File: config.mk
export PLATFORM = sky130hd
export DESIGN_NAME = datl_ctrl
export DESIGN_NICKNAME = d
export VERILOG_FILES = /design/src/design/datl_pkg.sv /design/src/design/datl_ctrl.sv
export VERILOG_INCLUDE_DIRS = /design/src /design/src/design
export SDC_FILE = /design/constraint.sdc
export NUM_CORES = 1
export LEC_CHECK = 0
export BUFFER_PORTS_ARGS = -buffer_cell sky130_fd_sc_hd__buf_2
export CORE_AREA = 8 8 46 62
export CTS_CLUSTER_DIAMETER = 30
export DETAILED_ROUTE_END_ITERATION = 6
export DIE_AREA = 0 0 54 70
export PLACE_DENSITY = 0.68
export SYNTH_ARGS = -nofsm -noshare
export SYNTH_HDL_FRONTEND = slang
export SYNTH_SLANG_ARGS = --single-unit
File: constraint.sdc
create_clock -name clk -period 4.7 [get_ports clk]
set_clock_uncertainty 0.15 [all_clocks]
set_input_delay 0.47 -clock clk [delete_from_list [all_inputs] [get_ports clk]]
set_output_delay 0.47 -clock clk [all_outputs]
set_load 0.05 [all_outputs]
File: src/design/debug_abbrev_table_lookup_top_defines.svh
// Assertion macros shared by the abbreviation table lookup block.
// Included by the modules that carry concurrent assertions.
`ifndef DEBUG_ABBREV_TABLE_LOOKUP_TOP_DEFINES_SVH
`define DEBUG_ABBREV_TABLE_LOOKUP_TOP_DEFINES_SVH

// Same-cycle implication under synchronous reset.
`define DATL_ASSERT_IMP(lbl, ck, rs, a, c, msg) \
  lbl: assert property (@(posedge ck) disable iff (rs) (a) |-> (c)) else $error(msg);

// Next-cycle implication under synchronous reset.
`define DATL_ASSERT_NEXT(lbl, ck, rs, a, c, msg) \
  lbl: assert property (@(posedge ck) disable iff (rs) (a) |=> (c)) else $error(msg);

`endif

File: src/design/datl_pkg.sv
// Types, codes and constants of the abbreviation table lookup block.
// Used by the controller, the datapath and the top level.
package datl_pkg;

  localparam int HINT_SLOTS_DEF  = 16;
  localparam int STORE_BYTES_DEF = 65536;
  localparam int BACKUP_REACH    = 20;
  localparam int OFFSET_CAP      = 65536;
  localparam int SECTION_END_RST = 65536;

  typedef enum logic [1:0] {
    K_LOAD   = 2'd0,
    K_BEGIN  = 2'd1,
    K_LOOKUP = 2'd2,
    K_ATTR   = 2'd3
  } kind_t;

  typedef enum logic [3:0] {
    S_IDLE,
    S_HINT,
    S_SCODE,
    S_STAG,
    S_SKIDS,
    S_SNM,
    S_SFM,
    S_MISS,
    S_HIT,
    S_RCODE,
    S_RTAG,
    S_RKIDS,
    S_ANM,
    S_AFM
  } state_t;

  typedef struct packed {
    logic [1:0]  kind;
    logic [15:0] address;
    logic [7:0]  data_byte;
    logic [63:0] code;
  } item_t;

  typedef struct packed {
    logic        status;
    logic [15:0] entry_offset;
    logic [63:0] tag_or_name;
    logic [63:0] attr_form;
    logic [7:0]  has_children;
    logic [16:0] next_offset;
  } result_t;

  typedef struct packed {
    logic accept;
    logic go;
    logic go_byte;
    logic mark;
    logic keep_name;
    logic keep_tag;
    logic hint_walk;
    logic range2;
    logic hit;
    logic emit_lookup;
    logic emit_attr;
    logic emit_miss;
  } cmd_t;

  typedef struct packed {
    logic f_busy;
    logic f_done;
    logic pos_ge_limit;
    logic acc_zero;
    logic acc_match;
    logic name_zero;
    logic hint_done;
    logic hint_differs;
    logic in_range2;
  } status_t;

endpackage

File: src/design/datl_ctrl.sv
// Controller state machine of the abbreviation table lookup block.
// Depends on datl_pkg and the assertion macro header.
`include "debug_abbrev_table_lookup_top_defines.svh"
module datl_ctrl (
  input  logic              clk,
  input  logic              rst,
  input  logic              start,
  input  logic [1:0]        kind,
  input  datl_pkg::status_t status,
  output logic              busy,
  output datl_pkg::cmd_t    cmd
);
  import datl_pkg::*;

  state_t state, state_next;
  logic   fetch_st;
  logic   accept;

  assign accept = start && (state == S_IDLE);

  always_ff @(posedge clk) begin
    if (rst) begin
      state <= S_IDLE;
    end else begin
      state <= state_next;
    end
  end

  always_comb begin
    state_next = state;
    unique case (state)
      S_IDLE: begin
        if (accept && kind == K_LOOKUP) state_next = S_HINT;
        else if (accept && kind == K_ATTR) state_next = S_ANM;
      end
      S_HINT: if (status.hint_done) state_next = S_SCODE;
      S_SCODE: begin
        priority if (!status.f_busy && !status.f_done && status.pos_ge_limit) begin
          state_next = S_MISS;
        end else if (status.f_done) begin
          priority if (status.acc_zero) state_next = S_MISS;
          else if (status.acc_match) state_next = S_HIT;
          else state_next = S_STAG;
        end
      end
      S_STAG:  if (status.f_done) state_next = S_SKIDS;
      S_SKIDS: if (status.f_done) state_next = S_SNM;
      S_SNM:   if (status.f_done) state_next = S_SFM;
      S_SFM: begin
        if (status.f_done) begin
          state_next = (status.name_zero || status.acc_zero) ? S_SCODE : S_SNM;
        end
      end
      S_MISS: begin
        state_next = (!status.in_range2 && status.hint_differs) ? S_SCODE : S_IDLE;
      end
      S_HIT:   state_next = S_RCODE;
      S_RCODE: if (status.f_done) state_next = S_RTAG;
      S_RTAG:  if (status.f_done) state_next = S_RKIDS;
      S_RKIDS: if (status.f_done) state_next = S_IDLE;
      S_ANM:   if (status.f_done) state_next = S_AFM;
      S_AFM:   if (status.f_done) state_next = S_IDLE;
      default: state_next = S_IDLE;
    endcase
  end

  always_comb begin
    fetch_st = (state == S_SCODE) || (state == S_STAG) || (state == S_SKIDS) ||
               (state == S_SNM) || (state == S_SFM) || (state == S_RCODE) ||
               (state == S_RTAG) || (state == S_RKIDS) || (state == S_ANM) ||
               (state == S_AFM);
    cmd             = '0;
    cmd.accept      = accept;
    cmd.go          = fetch_st && !status.f_busy && !status.f_done &&
                      !((state == S_SCODE) && status.pos_ge_limit);
    cmd.go_byte     = (state == S_SKIDS) || (state == S_RKIDS);
    cmd.mark        = cmd.go && (state == S_SCODE);
    cmd.keep_name   = status.f_done && ((state == S_SNM) || (state == S_ANM));
    cmd.keep_tag    = status.f_done && (state == S_RTAG);
    cmd.hint_walk   = (state == S_HINT);
    cmd.range2      = (state == S_MISS) && !status.in_range2 && status.hint_differs;
    cmd.emit_miss   = (state == S_MISS) && !(!status.in_range2 && status.hint_differs);
    cmd.hit         = (state == S_HIT);
    cmd.emit_lookup = status.f_done && (state == S_RKIDS);
    cmd.emit_attr   = status.f_done && (state == S_AFM);
    busy            = (state != S_IDLE);
  end

  `DATL_ASSERT_IMP(a_go_unit_free, clk, rst, cmd.go, !status.f_busy && !status.f_done, "fetch started while running")
  `DATL_ASSERT_IMP(a_idle_quiet, clk, rst, state == S_IDLE, !status.f_busy, "fetch running while idle")
  `DATL_ASSERT_NEXT(a_go_runs, clk, rst, cmd.go, status.f_busy, "fetch did not start")

endmodule

=== Yosys cells after proc, flatten, opt, wreduce, memory -nomap -nowiden ===
Index checks and enable logic that the tools add are counted.

* Add/subtract/negate cells: 0
* Multiply operators: 0
* Divide/modulo/power cells: 0
* $lt $le $gt $ge: 0
* Equality and inequality tests: 26
* Shifts and indexed selects: 0
* Mux-type cells: 18
* Bitwise logic cells: 0
* Reduce and logical (&&, ||, !) cells: 39

{| class="wikitable"
|+ Operator list
! kind !! number
|-
| $mux 4 || 15
|-
| $pmux 4 s13 || 1
|-
| $eq 4x4->1 const B || 6
|-
| $logic_and 1x1->1 || 18
|-
| $eq 4x3->1 const B || 4
|-
| $ne 2x2->1 const B || 8
|-
| $logic_or 1x1->1 || 12
|-
| $reduce_and 11->1 || 1
|-
| $eq 4x2->1 const B || 2
|-
| $logic_not 1->1 || 5
|-
| $eq 2x2->1 const B || 2
|-
| $eq 4x1->1 const B || 1
|-
| $logic_not 4->1 || 1
|-
| $reduce_bool 4->1 || 1
|-
| $mux 3 || 1
|-
| $ne 3x1->1 const B || 1
|-
| $ne 3x3->1 const B || 1
|-
| $mux 2 || 1
|-
| $ne 2x1->1 const B || 1
|-
| $reduce_or 2->1 || 1
|}

* Register bits after elaboration: 4
* Latch bits: 0
* RAM bits: 0
* Bits in read-only memories: 0
* Output and inout bits: 13
* Word-level logic and storage cells: 84
* Memories kept: 0

=== Depth between registers and ports, before layout ===
Gate-level depths: netlist (run 1).

* Depth after elaboration: 14
* Gate-level depth with buffers: 6

=== Worst setup path after synthesis (run 1) ===
No wires, ideal clock.

* Path type: reg-to-output
* From: reg state[1]
* To: out cmd[8] (netlist name)
* Arrival: 2764 ps
* Required time: 4080 ps
* Path slack: 1316 ps
* Cell stages (with the launch flop): 6
* Buffers on the path: 2
* Cells stage by stage: dfxtp_1 -> buf_6 -> clkbuf_4 -> o211ai_1 -> o211a_1 -> nor4b_1

{| class="wikitable"
|+ RTL lines
! what !! RTL line !! source
|-
| start, declared || datl_ctrl.sv:15 || <nowiki>state_t state, state_next;</nowiki>
|-
| start signal, assigned || datl_ctrl.sv:25 || <nowiki>state <= state_next;</nowiki>
|-
| end, declared || datl_ctrl.sv:11 || <nowiki>output datl_pkg::cmd_t cmd</nowiki>
|}

==> results.md, run 1 <==
* Remaining global-route overflow at 0
* Area share of the largest cell type after synthesis at 0.121
* Timing-limited maximum frequency at 0.393 GHz
* Area of the die at 3780 sq um
* Slack of the critical path at 2.15 ns
* Clock tree from TritonCTS: yes
* Leading cell type in the layout, fill and taps excluded: sky130_fd_sc_hd__buf_2
* Count of unresolved DRC violations after routing at 0
* Most used DFF post-synth: sky130_fd_sc_hd__dfxtp_1
* Mean cell area of the mapped netlist at 7.22 sq um
* Routed via count at 763
* Number of fill cells at 223
* All-layer global routing usage at 0.107
* Sum of internal, switching and leakage power at 0.443 mW
* Post-synth EDFFs at 0
* Number of cells on the worst hold path at 2
* Number of gates resized after cts at 0
* Leakage at 0.363 nW
* Top library cells by usage in the layout, fill and taps aside: 26 x sky130_fd_sc_hd__buf_2, 16 x sky130_fd_sc_hd__nor2_1, 7 x sky130_fd_sc_hd__nand2_1, 6 x sky130_fd_sc_hd__a21oi_1
* Time the worst path needs with I/O delays and setup at 2.55 ns
* Top cells by area in the synthesized netlist: sky130_fd_sc_hd__dfxtp_1 12%, sky130_fd_sc_hd__nor2_1 9.0%, sky130_fd_sc_hd__buf_6 6.8%
* Area occupied by multi-input gates at 497 sq um
* Total clock buffers created by CTS at 3
* Largest driver fanout on the critical path at 17
* Total clock sinks at 4
* Nature of the critical path endpoint: primary output
* Final-report setup violation count at 0
* Cell area power density at 574 nW/um^2
* Placed wire-length estimate after detailed placement at 1530 microns
* Number of max-cap violations at 0
* Core area at 1950 sq um
* Layout overhead on the synthesized area at 16.0%
* Setup WS pre-CTS at 2.42 ns
* Count of port buffers added during placement at 26
* Class of the most critical hold timing path: in -> reg
* Die outline width at 54 microns
* Required time at the worst-slack endpoint at 4.08 ns
* Number of optimization iterations in the first detailed-route pass at 4
* Cell count after synthesis at 92
* Total Wirelength at 1930 microns
* Worst vdd rail ir drop at 0.247 mV
* Clock insertion delay at the later pin of the skew report at 0.23 ns
* Detailed router's first-iteration violation count at 20
* Count of boundary I/O pins at 27
* Leading area contributor after synthesis: sky130_fd_sc_hd__dfxtp_1
* Wire length of the first global-routing pass at 3240 microns
* Reg area at 80.1 sq um
* Flip-flop count of the largest register, all copies and words added at 4
* Number of unique standard cell types used by synthesis at 45
* Initial core utilization at 0.341
* Remaining antenna violation count at 0
* DR WL/cell at 14.4 microns
* Vias in the first global route at 740
* Std cell rows at 19
* Share of async-settable or async-resettable flops after synthesis at 0
* Number of antenna violations at the first check in global routing at 0
* Register containing the most flip-flops in the final layout: state
* Max clock buf depth at 2
* Final period utilization at 0.542
* Fraction of layout cells with a size suffix above 1 at 0.345
* Unrepaired setup endpoints after global routing: false
* Biggest registers after layout: state x4
* Gpl congestion at 0.862
* Result of the run: finished, final reports clean
* Number of antenna diodes at 0
* H-tree Lvls at 1
* Depth of the worst register-to-register path at 5
* Vias per Instance at 5.69
* Final hold viol count at 0
* Worst Path Arrival at 1.93 ns
* Number of buffers added to fix hold violations after cts at 0
* Synthesis Warnings at 0
* CP startpoint kind: flop
* Kind of critical path: reg -> out
* Pin count of the biggest net entering global routing at 19
* Root buffer cell: sky130_fd_sc_hd__clkbuf_4
* Post-CTS clock slew at the launch and capture registers of the worst setup and hold paths at 0.04 ns
* Least-Margin Pin Slew at 0.581 ns
* Yosys reg bits at 4
* Sequential fraction of the synthesis area at 0.121
* Setup Fix Bufs, Post-CTS at 0
* Mapped Nets at 106
* Cell area after synthesis at 664 sq um
* Setup TNS at 0 ns
* Relative slew slack at 0.612
* Count of pins over their slew limit at 0
* Net count, final at 129
* Die extent in y at 70 microns
## layer usage
| layer | wire, microns | share of wire | global-route usage |
|---|---|---|---|
| met1 | 734 | 0.38 | 0.119 |
| met3 | 116 | 0.060 | 0.0148 |
| met2 | 1050 | 0.54 | 0.179 |
| met4 | 31 | 0.016 | 0.0632 |
| met5 | 0 | 0 | 0 |
## cells by family after synthesis
family | count (synthesis) | share of synthesized area
DFF | 4 | 0.121
xor gates and xnor gates | 1 | 0.0132
AOI/OAI and AO/OA | 29 | 0.350
buffers and inverters | 12 | 0.132
and+or+nand+nor | 46 | 0.384
## metrics by stage
| step | util | hold slack, ns | instances | area, sq um |
|---|---|---|---|---|
| 6_report | 0.395 | 0.313 | 134 | 771 |
| 5_1_grt | 0.395 | 0.316 | 134 | 771 |
| 4_1_cts | 0.395 | 0.298 | 134 | 771 |
| 3_5_place_dp | 0.384 | 0.547 | 131 | 748 |
| 3_3_place_gp | 0.384 | 0.539 | 131 | 748 |
| 2_1_floorplan | - | 0.392 | 92 | 664 |
## worst paths after layout
path,from,end,slack (ns)
hold / removal,rst,state[3],0.31
setup / recovery,state[3],cmd[8],2.15
setup reg to reg,state[0],state[2],2.55
hold reg to reg,state[1],state[1],0.61
## where the power goes
part / total [mW] / switching (mW) / internal, mW
clock: 0.0415 / 0.0130 / 0.0285
combinational: 0.303 / 0.188 / 0.115
sequential: 0.0979 / 0.0515 / 0.0464
## synth_stat cells, types with 2 or more instances
cell / instances
sky130_fd_sc_hd__a211oi_1: 2
sky130_fd_sc_hd__a21o_1: 3
sky130_fd_sc_hd__a21oi_1: 6
sky130_fd_sc_hd__a311oi_1: 2
sky130_fd_sc_hd__buf_4: 2
sky130_fd_sc_hd__buf_6: 4
sky130_fd_sc_hd__dfxtp_1: 4
sky130_fd_sc_hd__inv_1: 4
sky130_fd_sc_hd__nand2_1: 7
sky130_fd_sc_hd__nand2b_1: 2
sky130_fd_sc_hd__nand3_1: 2
sky130_fd_sc_hd__nor2_1: 16
sky130_fd_sc_hd__nor3_1: 2
sky130_fd_sc_hd__nor3b_1: 4
sky130_fd_sc_hd__or2b_2: 2
## critical path, stage by stage (launching register included)
cell and delay (ns):
sky130_fd_sc_hd__dfxtp_1 0.65, sky130_fd_sc_hd__nand2b_1 0.18, sky130_fd_sc_hd__a21oi_1 0.06, sky130_fd_sc_hd__nor2_1 0.13
sky130_fd_sc_hd__o211a_1 0.15, sky130_fd_sc_hd__nor4b_1 0.22, sky130_fd_sc_hd__buf_2 0.31
## layout make-up
class,instances,area share
clock buffers,3,0.0292
inverters,4,0.0195
well taps,21,0.0341
repair buffers,26,0.169
multi-input cells,76,0.644
flip-flops and latches,4,0.104
(Power assumes the default switching activity.)
==> inputs of run 2 (changes only) <==
clock period = 2.4 ns   (was 4.7 ns; I/O delays follow)
==> run 2 against run 1 <==
Critical path depth fell by 3; first-iteration DRC count is 35% lower; combinational power grew 110%; hold slack lost 0.26 ns; sequential share of layout area decreased by 0.15 points; cell count up 0.75%; setup slack got worse by 2.0 ns; sequential power is 79% higher; critical endpoint unchanged; final area increased by 3.1%; highest routed layer unchanged.
==> results.md, run 2 (synthesis results as in run 1) <==
* Relative slew slack at 0.628 (+0.0155)
* Setup Fix Bufs, Post-CTS at 0 (unchanged)
* Total clock sinks at 4 (unchanged)
* Delay-heaviest family, CP: simple AND/OR/NAND/NOR gates
* Detailed router's first-iteration violation count at 13 (-35%)
* Biggest registers after layout: state x4
* Number of optimization iterations in the first detailed-route pass at 4 (unchanged)
* Flip-flop count of the largest register, all copies and words added at 4 (unchanged)
* Worst Path Arrival at 1.87 ns (-0.06 ns)
* Share of the core filled with cells in the final layout at 0.408 (+0.0122)
* Pin count of the biggest net entering global routing at 19 (unchanged)
* Reg area at 81.3 sq um (+1.6%)
* Timing-limited maximum frequency at 0.442 GHz
* Leakage at 0.370 nW (+2.0%)
* Clock insertion delay at the later pin of the skew report at 0.25 ns (+0.02 ns)
* Std cell rows at 19 (unchanged)
* Placed wire-length estimate after detailed placement at 1490 microns (-2.6%)
* Area occupied by multi-input gates at 512 sq um (+3.0%)
* Bufs and invs on worst path at 1 (unchanged)
* Share of total power in sequential cells at 0.197 (-0.024)
* Final instance area at 795 sq um (+3.1%)
* Remaining global-route overflow at 0 (unchanged)
* Number of antenna diodes at 0 (unchanged)
* Least-Margin Pin Slew at 0.557 ns (-0.0237 ns)
* Nature of the critical path endpoint: primary output
* Number of max-cap violations at 0 (unchanged)
* Vias per Instance at 5.49 (-3.6%)
* Count of pins over their slew limit at 0 (unchanged)
* Cell area power density at 1120 nW/um^2 (+95%)
* Count of unresolved DRC violations after routing at 0 (unchanged)
* Root buffer cell: sky130_fd_sc_hd__clkbuf_4
* Count of port buffers added during placement at 26 (unchanged)
* Largest stage delay on the critical path at 0.65 ns (about the same)
* Remaining antenna violation count at 0 (unchanged)
* Total clock buffers created by CTS at 3 (unchanged)
* Post-CTS clock slew at the launch and capture registers of the worst setup and hold paths at 0.04 ns (about the same)
* Die extent in y at 70 microns (unchanged)
* Setup TNS at 0 ns (unchanged)
* Sum of internal, switching and leakage power at 0.889 mW (+100%)
* Time the worst path needs with I/O delays and setup at 2.26 ns
* Net count, final at 130 (+0.78%)
* Total Wirelength at 1880 microns (-2.8%)
* DP Area at 771 sq um (+3.0%)
* Switching share of power at 0.570 (-0.000575)
* Clock tree from TritonCTS: yes
* Area of the die at 3780 sq um (unchanged)
* Internal Pwr Total at 0.383 mW (+100%)
* DR WL/cell at 13.9 microns (-3.6%)
* Wire length of the first global-routing pass at 3190 microns (-1.5%)
* Max clock buf depth at 2 (unchanged)
* Unrepaired setup endpoints after global routing: false
* Initial core utilization at 0.341 (unchanged)
* Number of fill cells at 211 (-5.4%)
* Count of boundary I/O pins at 27 (unchanged)
* Class of the most critical hold timing path: in -> reg
* Gpl congestion at 0.893 (+3.6%)
* Result of the run: finished, final reports clean
* Top library cells by usage in the layout, fill and taps aside: 26 x sky130_fd_sc_hd__buf_2, 16 x sky130_fd_sc_hd__nor2_1, 7 x sky130_fd_sc_hd__nand2_1, 6 x sky130_fd_sc_hd__a21oi_1
* All-layer global routing usage at 0.106 (-0.00107)
* Vias in the first global route at 739 (-0.14%)
* H-tree Lvls at 1 (unchanged)
* Required time at the worst-slack endpoint at 2.01 ns (-2.07 ns)
* Leading cell type in the layout, fill and taps excluded: sky130_fd_sc_hd__buf_2
* Die outline width at 54 microns (unchanged)
* Final period utilization at 0.942
* Core area at 1950 sq um (unchanged)
* Final hold viol count at 0 (unchanged)
* Fraction of power consumed by the clock network at 0.099 (+0.005)
* Routed via count at 741 (-2.9%)
* Number of antenna violations at the first check in global routing at 0 (unchanged)
* Layout overhead on the synthesized area at 19.6%
* Largest driver fanout on the critical path at 18 (+1)
* Master of the slowest instance on the critical path: sky130_fd_sc_hd__dfxtp_1
* Kind of critical path: reg -> out
* Fraction of layout cells with a size suffix above 1 at 0.368 (+0.0233)
* Critical path cell sequence: or2b_2 > nor4b_4 > buf_2
* Worst vdd rail ir drop at 0.541 mV (+120%)
* Register containing the most flip-flops in the final layout: state
* Final-report setup violation count at 0 (unchanged)
* CP startpoint kind: flop
* Psw at 0.506 mW (+100%)
* Logic gate share of total power at 0.704 (+0.019)
run 2: cell types whose count changed in the layout (fill, tap and decap cells not counted), sizes merged:
| cell | change |
|---|---|
| buf | +1 |
run 2: per-stage QoR:
stage / setup WS [ns] / instances / hold slack [ns]
CTS: 0.0821 / 135 / 0.0613
detailed placement: 0.345 / 132 / 0.313
global route: 0.0264 / 135 / 0.0576
global placement: 0.345 / 132 / 0.314
finish: 0.140 / 135 / 0.0562
floorplan: 0.142 / 92 / 0.162
run 2: area by class of cell:
type                    instances  area share
multi-input cells              76       0.644
repair buffers                 27       0.173
flip-flops and latches          4       0.102
well taps                      21      0.0331
clock buffers                   3      0.0283
inverters                       4      0.0189
run 2: power groups by stage:
stage	clock network, mW	logic [mW]	registers [mW]
after floorplan	0	0.609	0.113
after global placement	0	0.623	0.173
after detailed placement	0	0.626	0.174
after CTS	0.0872	0.630	0.172
after global routing	0.0935	0.686	0.183
final	0.0879	0.626	0.175
run 2: routing by layer:
metal,vias to the layer above,share of wire,wire [microns],track usage
li1,383,-,-,-
met3,2,0.073,138,0.0275
met4,0,0.011,20,0.0549
met5,-,0,0,0
met1,328,0.37,702,0.117
met2,28,0.54,1020,0.173
run 2: path summary, 6_finish.rpt:
check | slack [ns] | cells past startpoint | startpoint | endpoint
hold reg to reg | 0.53 | 2 | state[3] | state[3]
hold / removal | 0.06 | 2 | rst | state[3]
setup reg to reg | 0.38 | 5 | state[1] | state[2]
setup / recovery | 0.14 | 3 | state[1] | cmd[8]
run 2: repair_timing:
item / 4_1_cts / 5_1_grt
endpoints found under the setup margin: 0 / 1
gates resized for setup: 0 / 1
hold buffers: 0 / 0
==> inputs of run 3 (changes only) <==
CORE_AREA = 2 2 40 56   (was 8 8 46 62)
DIE_AREA = 0 0 42 58   (was 0 0 54 70)
==> run 3 against run 2 <==
Combinational power grew 4.5%; non-clock buffer count is 2 higher; largest power group unchanged; cell count increased by 1.5%.
==> results.md, run 3 (synthesis results as in run 1) <==
* Result of the run: finished, final reports clean
* Clock insertion delay at the later pin of the skew report at 0.23 ns (-0.02 ns)
* Cell area power density at 1110 nW/um^2 (-0.96%)
* Inst Count DP at 134 (+1.5%)
* Class of the most critical hold timing path: in -> reg
* Count of unresolved DRC violations after routing at 0 (unchanged)
* Wire length of the first global-routing pass at 2990 microns (-6.3%)
* Required time at the worst-slack endpoint at 2.01 ns (about the same)
* Clock tree from TritonCTS: yes
* Top library cells by usage in the layout, fill and taps aside: 26 x sky130_fd_sc_hd__buf_2, 16 x sky130_fd_sc_hd__nor2_1, 7 x sky130_fd_sc_hd__nand2_1, 6 x sky130_fd_sc_hd__a21oi_1
* Core area at 1930 sq um (-1.2%)
* Final-report setup violation count at 0 (unchanged)
* Largest driver fanout on the critical path at 10 (-8)
* Vias in the first global route at 724 (-2.0%)
* Slack of the critical path at 0.257 ns (+0.118 ns)
* All-layer global routing usage at 0.156 (+0.0501)
* Time the worst path needs with I/O delays and setup at 2.14 ns (-0.118 ns)
* Total clock sinks at 4 (unchanged)
* Final instance area at 810 sq um (+1.9%)
* Final period utilization at 0.893 (-0.0490)
* Unrepaired setup endpoints after global routing: false
* Number of antenna violations at the first check in global routing at 0 (unchanged)
* Routed via count at 781 (+5.4%)
* Std cell rows at 19 (unchanged)
* Timing-limited maximum frequency at 0.467 GHz (+5.5%)
* Area of the die at 2440 sq um (-36%)
* DR WL/cell at 12.7 microns (-8.4%)
* Biggest registers after layout: state x4
* Final hold viol count at 0 (unchanged)
* Flip-flop count of the largest register, all copies and words added at 4 (unchanged)
* Timing startpoint of the critical path: state[0]
* Max clock buf depth at 2 (unchanged)
* Total clock buffers created by CTS at 3 (unchanged)
* Beginning of the worst hold path: rst
* Kind of critical path: reg -> out
* Share of the core filled with cells in the final layout at 0.420 (+0.0128)
* Count of boundary I/O pins at 27 (unchanged)
* Worst Path Arrival at 1.75 ns (-0.12 ns)
* CP startpoint kind: flop
* Die outline width at 42 microns (-22%)
* Setup TNS at 0 ns (unchanged)
* Detailed router's first-iteration violation count at 15 (+2)
* Least-Margin Pin Slew at 0.445 ns (-0.112 ns)
* Count of pins over their slew limit at 0 (unchanged)
* Final instance count without filler cells at 137 (+1.5%)
* Worst vdd rail ir drop at 0.452 mV (-16%)
* Nature of the critical path endpoint: primary output
* Total Wirelength at 1750 microns (-7.0%)
* Remaining antenna violation count at 0 (unchanged)
* Vias per Instance at 5.70 (+3.9%)
* Number of max-cap violations at 0 (unchanged)
* Post-CTS clock slew at the launch and capture registers of the worst setup and hold paths at 0.04 ns (about the same)
* Leakage at 0.381 nW (+2.8%)
* Relative slew slack at 0.703 (+0.0749)
* Sum of internal, switching and leakage power at 0.897 mW (+0.91%)
* Number of gates resized after cts at 0 (unchanged)
* Number of optimization iterations in the first detailed-route pass at 4 (unchanged)
* Register containing the most flip-flops in the final layout: state
* Gpl congestion at 0.873 (-2.2%)
* Number of antenna diodes at 0 (unchanged)
* Hold slack at 0.0823 ns (+0.0261 ns)
* Initial core utilization at 0.345 (+0.00421)
* Root buffer cell: sky130_fd_sc_hd__clkbuf_4
* Placed wire-length estimate after detailed placement at 1400 microns (-5.9%)
* Fraction of layout cells with a size suffix above 1 at 0.379 (+0.0109)
* DP Area at 786 sq um (+1.9%)
* Setup WS pre-CTS at 0.338 ns (-0.00668 ns)
* Remaining global-route overflow at 0 (unchanged)
* Die extent in y at 58 microns (-17%)
* Pin count of the biggest net entering global routing at 18 (-1)
* H-tree Lvls at 1 (unchanged)
* Leading cell type in the layout, fill and taps excluded: sky130_fd_sc_hd__buf_2
* Count of port buffers added during placement at 26 (unchanged)
* Reg-to-Reg Start: state[1]
* Setup Fix Bufs, Post-CTS at 0 (unchanged)
* Net count, final at 132 (+1.5%)
* Layout overhead on the synthesized area at 21.8%
* Number of buffers added to fix hold violations after cts at 0 (unchanged)
==> run 3: path summary, 6_finish.rpt <==
path | endpoint | slack (ns) | depth (start not counted)
setup / recovery | cmd[8] | 0.26 | 6
hold / removal | state[3] | 0.08 | 2
setup reg to reg | state[2] | 0.43 | 5
hold reg to reg | state[0] | 0.48 | 2
==> run 3: final cells by class <==
cell class	count	area, sq um
clock buffers	3	22.5
fillers	197	1120
inverters	4	15.0
multi-input cells	76	512
flip-flops and latches	4	81.3
well taps	21	26.3
repair buffers	29	153
==> run 3: report_power, final <==
part           internal, mW  total (mW)  switching [mW]
clock                0.0557      0.0804          0.0246
combinational         0.247       0.654           0.407
sequential           0.0926       0.162          0.0699
==> run 3: worst max-delay path, cell delays in order (launching register included) <==
cell	delay, ns
sky130_fd_sc_hd__dfxtp_1	0.49
sky130_fd_sc_hd__buf_4	0.23
sky130_fd_sc_hd__a21oi_1	0.06
sky130_fd_sc_hd__nor2_1	0.13
sky130_fd_sc_hd__o211a_1	0.16
sky130_fd_sc_hd__nor4b_4	0.17
sky130_fd_sc_hd__buf_2	0.29
==> run 3: per-layer routing <==
| layer | up-vias | track usage | routed length, microns |
|---|---|---|---|
| li1 | 389 | - | - |
| met1 | 377 | 0.170 | 699 |
| met2 | 15 | 0.297 | 1010 |
| met3 | 0 | 0.0218 | 38 |
| met4 | 0 | 0.0599 | 0 |
| met5 | - | 0 | 0 |
